**src/rtl/ppmq_pkg.sv**
```systemverilog
// ----------------------------------------------------------------------------
// ppmq_pkg: shared types and codes of the pending packet match queue
// Item layouts, command and status codes, and the default store depth.
// ----------------------------------------------------------------------------
`default_nettype none

package ppmq_pkg;

    // Default number of store entries.
    localparam int DEPTH_DEF = 64;

    // Command codes of an input item.
    localparam logic [2:0] KIND_ENQUEUE   = 3'd0;
    localparam logic [2:0] KIND_RELEASE   = 3'd1;
    localparam logic [2:0] KIND_DROP_DEST = 3'd2;
    localparam logic [2:0] KIND_DROP_DEV  = 3'd3;
    localparam logic [2:0] KIND_SHUTDOWN  = 3'd4;

    // Status codes of a result item.
    localparam logic [2:0] STAT_ENQUEUED  = 3'd0;
    localparam logic [2:0] STAT_FULL      = 3'd1;
    localparam logic [2:0] STAT_SHUT      = 3'd2;
    localparam logic [2:0] STAT_REMOVED   = 3'd3;
    localparam logic [2:0] STAT_NONE      = 3'd4;

    // Input item.
    typedef struct packed {
        logic [2:0]  kind;
        logic [15:0] packet_tag;
        logic        post_routing;
        logic [31:0] dest_addr;
        logic        has_in_dev;
        logic [15:0] in_dev;
        logic        has_out_dev;
        logic [15:0] out_dev;
        logic [31:0] match_key;
    } t_in_item;

    // Result item.
    typedef struct packed {
        logic [2:0]  status;
        logic [15:0] out_tag;
        logic        verdict_drop;
        logic        reroute;
        logic        send_unreachable;
        logic [6:0]  queue_len;
        logic        last;
    } t_out_item;

    // One held packet. Devices pack in_dev, has_in_dev, out_dev, has_out_dev.
    typedef struct packed {
        logic [15:0] tag;
        logic [31:0] dest;
        logic        post_routing;
        logic [33:0] devices;
    } t_entry;

endpackage

`default_nettype wire

```
**src/rtl/ppmq_match.sv**
```systemverilog
// ----------------------------------------------------------------------------
// ppmq_match: shared entry compare unit
// Decides whether one held entry is removed by the active command.
// ----------------------------------------------------------------------------
`default_nettype none

module ppmq_match (
    input  wire logic [2:0]        i_kind,
    input  wire logic [31:0]       i_key,
    input  wire ppmq_pkg::t_entry  i_entry,
    output      logic              o_hit
);
    import ppmq_pkg::*;

    logic in_hit;
    logic out_hit;

    // Device compares are over the full key, so wide keys never match.
    assign in_hit  = i_entry.devices[16] && ({16'd0, i_entry.devices[15:0]} == i_key);
    assign out_hit = i_entry.devices[33] && ({16'd0, i_entry.devices[32:17]} == i_key);

    // Select the compare for the command.
    always_comb begin
        unique case (i_kind) inside
            KIND_RELEASE, KIND_DROP_DEST: o_hit = i_entry.post_routing &&
                                                  (i_entry.dest == i_key);
            KIND_DROP_DEV:                o_hit = in_hit || out_hit;
            KIND_SHUTDOWN:                o_hit = 1'b1;
            default:                      o_hit = 1'b0;
        endcase
    end

endmodule

`default_nettype wire

```
**config.mk**
```make
export PLATFORM = sky130hd
export DESIGN_NAME = ppmq_match
export DESIGN_NICKNAME = d
export VERILOG_FILES = /design/src/rtl/ppmq_pkg.sv /design/src/rtl/ppmq_match.sv
export SDC_FILE = /design/constraint.sdc
export NUM_CORES = 1
export LEC_CHECK = 0
export ABC_AREA = 1
export BUFFER_PORTS_ARGS = -buffer_cell sky130_fd_sc_hd__buf_2
export CAP_MARGIN = 20
export CORE_ASPECT_RATIO = 0.75
export CORE_MARGIN = 10
export CORE_UTILIZATION = 40
export DETAILED_ROUTE_END_ITERATION = 10
export GPL_TIMING_DRIVEN = 1
export PLACE_DENSITY = 0.9
export SYNTH_ARGS = -nofsm -noshare
export SYNTH_HDL_FRONTEND = slang
export SYNTH_SLANG_ARGS = --single-unit
```
**constraint.sdc**
```tcl
create_clock -name vclk -period 1.2
set_input_delay 0.12 -clock vclk [all_inputs]
set_output_delay 0.12 -clock vclk [all_outputs]
set_load 0.05 [all_outputs]
```
# == After elaboration in Yosys (flattened, before gate mapping) ==
# Cells that the tools add are included.
# op_classes
eq_ne,7
mux,1
n_reduce_logical,5
# op_table
operator,n
16-bit by 32-bit equality test with 1-bit output,2
32-bit equality test,1
"3-bit by 2-bit equality test with 1-bit output, second input constant",2
"3-bit by 1-bit equality test with 1-bit output, second input constant",1
"3-bit equality test, second input constant",1
1-bit logical AND,3
1-bit one-hot mux with 3 select lines,1
2-bit OR reduction,1
1-bit logical OR,1
# word_totals
reg_bits,0
out_inout_bits,1
inputBits,118

# == Logic depth before layout (Yosys ltp) ==
# depth
word_depth,4
ltp_mapped,10
mapped_depth_nobuf,10

# == Least setup slack after synthesis ==
# OpenSTA, ideal clock, no wires.
# synth_path
path_kind,in2out
startpoint,input port i_kind[0]
endpoint,output port o_hit
path_slack_ns,0.255
n_path_buf,0
arrival_ns,0.825
stages,8
path_cell_list,inv_2 -> nand2_1 -> nand2_1 -> nor3_1 -> nand2_1 -> nor2_1 -> nand3_1 -> nand3_2
# synth_via
elab_chain_cells,3
elab_cells_between_ends,6
classes_between,eq/ne (4); mux (1); reduce/logical (1)
# synth_rtl
element,line_no,text
from (decl),ppmq_match.sv:8,"input wire logic [2:0] i_kind,"
3-bit by 1-bit equality test with 1-bit output (no line) or 3-bit by 2-bit equality test with 1-bit output (tied branches),-,
2-bit OR reduction,ppmq_match.sv:24,unique case (i_kind) inside
1-bit one-hot mux with 3 select lines (*),ppmq_match.sv:24,
to (decl),ppmq_match.sv:11,output logic o_hit
# Mark *: on every way between the ends. The rest lies on a longest branch, timed or not.

# == Final worst setup path ==
# layout_path
startpoint,input port i_key[24]
endpoint,output port o_hit
# layout_via
elab_chain_cells,4
elab_cells_between_ends,8
classes_between,eq/ne (3); mux (1); reduce/logical (4)
# layout_rtl
element,line_no,text
from (decl),ppmq_match.sv:9,"input wire logic [31:0] i_key,"
16-bit by 32-bit equality test with 1-bit output (on tied branches),"ppmq_match.sv:19, ppmq_match.sv:20",
1-bit logical AND (on tied branches),"ppmq_match.sv:19, ppmq_match.sv:20",
1-bit logical OR,ppmq_match.sv:27,KIND_DROP_DEV: o_hit = in_hit || out_hit;
1-bit one-hot mux with 3 select lines (*),ppmq_match.sv:24,
# Marks and branches as above.

==> flow_summary.toml <==
[run_status]
status = "finished clean"

[grt]
antenna_found_initial = 0
gr-usage-all-layers_pct = 16.19
grt_pass1_wl_mm = 7.314
grt_pass1_vias = 1720
overflow = 0
grt_max_degree = 6

[timing]
fin_crit_ns = 1.188
rsz0062_at_grt = "yes"
slew_viol_final = 0
setup_slack_ns = 0.01242
period_share_pct = 98.97
setup_viol = 0
slew_headroom_pct = 87.11
max_freq_mhz = 842.0
hold_viol = 0
worst_pin_slew_ns = 0.1919

[yosys]
synth.yosys.seq_area_share_pct = 0
yosysMostFrequentCell = "nand2_1"
synthTopCellsByCount = "nand2_1, inv_1, nor2_1, xnor2_1, inv_2"
syn_inst = 257
netlist_top_cells_area = "nand2_1, inv_1, xnor2_1, nor2_1, nand3_1"
synth_top_cell_area_share_pct = 35.16
synth_nets = 375
ys_types = 18
synth.avg_cell_area_sq_um = 4.445
synthesis.area_sq_um = 1142
synth_warnings = 0
yosysTopAreaCell = "nand2_1"

[routing]
antenna_left = 0
drt-pass1-iter-count = 4
wl_per_cell_um = 12.25
wl_mm = 4.863
num_vias = 1769
avgViaCountPerCell = 4.456
drc = 0
drtIter0Drc = 70

[floorplanning]
num_rows = 16
core_sq_um = 2663
initial_core_util_pct = 42.90
die_x_um = 81.71
io_pins = 119
die_area_sq_um = 5415
die_h_um = 66.28

[layout]
num-nets-final = 481
final_layout_size_suffix_gt1_share_pct = 39.89
final_cells = 397
nClkBuffers = 0
seq_cells = 0
diodes = 0
area.sequential_sq_um = 0
area_growth_pct = 69.88

[clock_tree]
ctsHoldBuffers = 0
post-cts-setup-buffer-count = 0

[pwr]
ir_drop_v = 0.0001621
p_leak_nw = 1.200
power_density_nw_per_um2 = 313.1

[critical_path]
end_kind = "output port"
worstPathMaxFanout = 2
slowest_stage = "xnor2_1"
worstSetupStartpointType = "input pin"
path_class = "in2out"
crit_arrival_ns = 1.07
slowest_delay_ns = 0.14
cp.required_ns = 1.08
crit_chain = "buf_2 -> xnor2_1 -> nand2_1 -> nor2_1 -> nand2_1 -> nor2_2 -> nand3_2 -> nand3_2 -> buf_8"

[placement]
post-dp-hpwl_mm = 4.218
dpl.cell_count = 397
io_buffers = 103
place_congestion = 0.8260
dp_slack_ns = -0.1332

[min_path]
hp-class = "in2out"

[flow_run]
drv_cap = 0
[layer usage]
layer  vias to the layer above  GRT usage (%)  part of all wire (%)
li1                        965              -                     -
met1                       737          18.30                    38
met2                        63          31.50                    52
met3                         4          3.533                   9.0
met4                         0         0.4237                  0.43
met5                         -              0                     0
[path summary, 6_finish.rpt]
kind | startpoint | endpoint | slack [ns] | cells past startpoint
worst min-delay path | i_kind[1] | o_hit | 0.73 | 5
worst max-delay path | i_key[24] | o_hit | 0.01 | 9
[stage by stage]
step	util [%]	area, sq um	setup TNS (ns)	hold slack [ns]	power (mW)
after global placement	64.24	1710	-0.08331	0.7390	0.5098
final	72.89	1941	0	0.7295	0.6077
after CTS	68.23	1817	-0.005958	0.7118	0.5629
after global routing	72.89	1941	-0.1192	0.7644	0.6788
after floorplan	-	1142	0	0.5447	0.2590
after detailed placement	64.24	1710	-0.1332	0.7419	0.5215
[power by group]
group | internal [mW] | switching, mW | leakage (nW)
logic | 0.313 | 0.295 | 1.20
clock network | 0 | 0 | 0
registers | 0 | 0 | 0
total | 0.313 | 0.295 | 1.20
[placed cells by master, fill, tap and decap left out, types with 3 or more instances in the layout]
| cell type | instances |
|---|---|
| buf_2 | 84 |
| buf_4 | 3 |
| buf_6 | 13 |
| buf_8 | 4 |
| inv_1 | 41 |
| inv_2 | 14 |
| nand2_1 | 98 |
| nand2_2 | 8 |
| nand3_1 | 7 |
| nand3_2 | 4 |
| nand4_1 | 5 |
| nor2_1 | 29 |
| nor2_2 | 6 |
| o21ai_0 | 6 |
| o21ai_1 | 3 |
| xnor2_1 | 17 |
| xor2_1 | 5 |
[kinds of logic after synthesis]
family,synth area share (%)
xor gates and xnor gates,17.63
AOI/OAI and AO/OA,6.242
buffers and inverters,19.06
and+or+nand+nor,57.07
[cell type report]
type,count,area [sq um]
well taps,36,45.04
inverters,58,225.2
multi-input cells,199,1021
repair buffers,104,649.4
fillers,245,721.9
[repair_timing]
action,4_1_cts,5_1_grt
setup endpoints to repair,1,1
pin swaps,16,28
gates resized for setup,29,37
[worst max-delay path: cells and delay by family]
kind / cells / cell delay [ns]
xor+xnor: 1 / 0.14
buf+inv: 2 / 0.27
simple gates: 6 / 0.53
(Power assumes the default switching activity.)
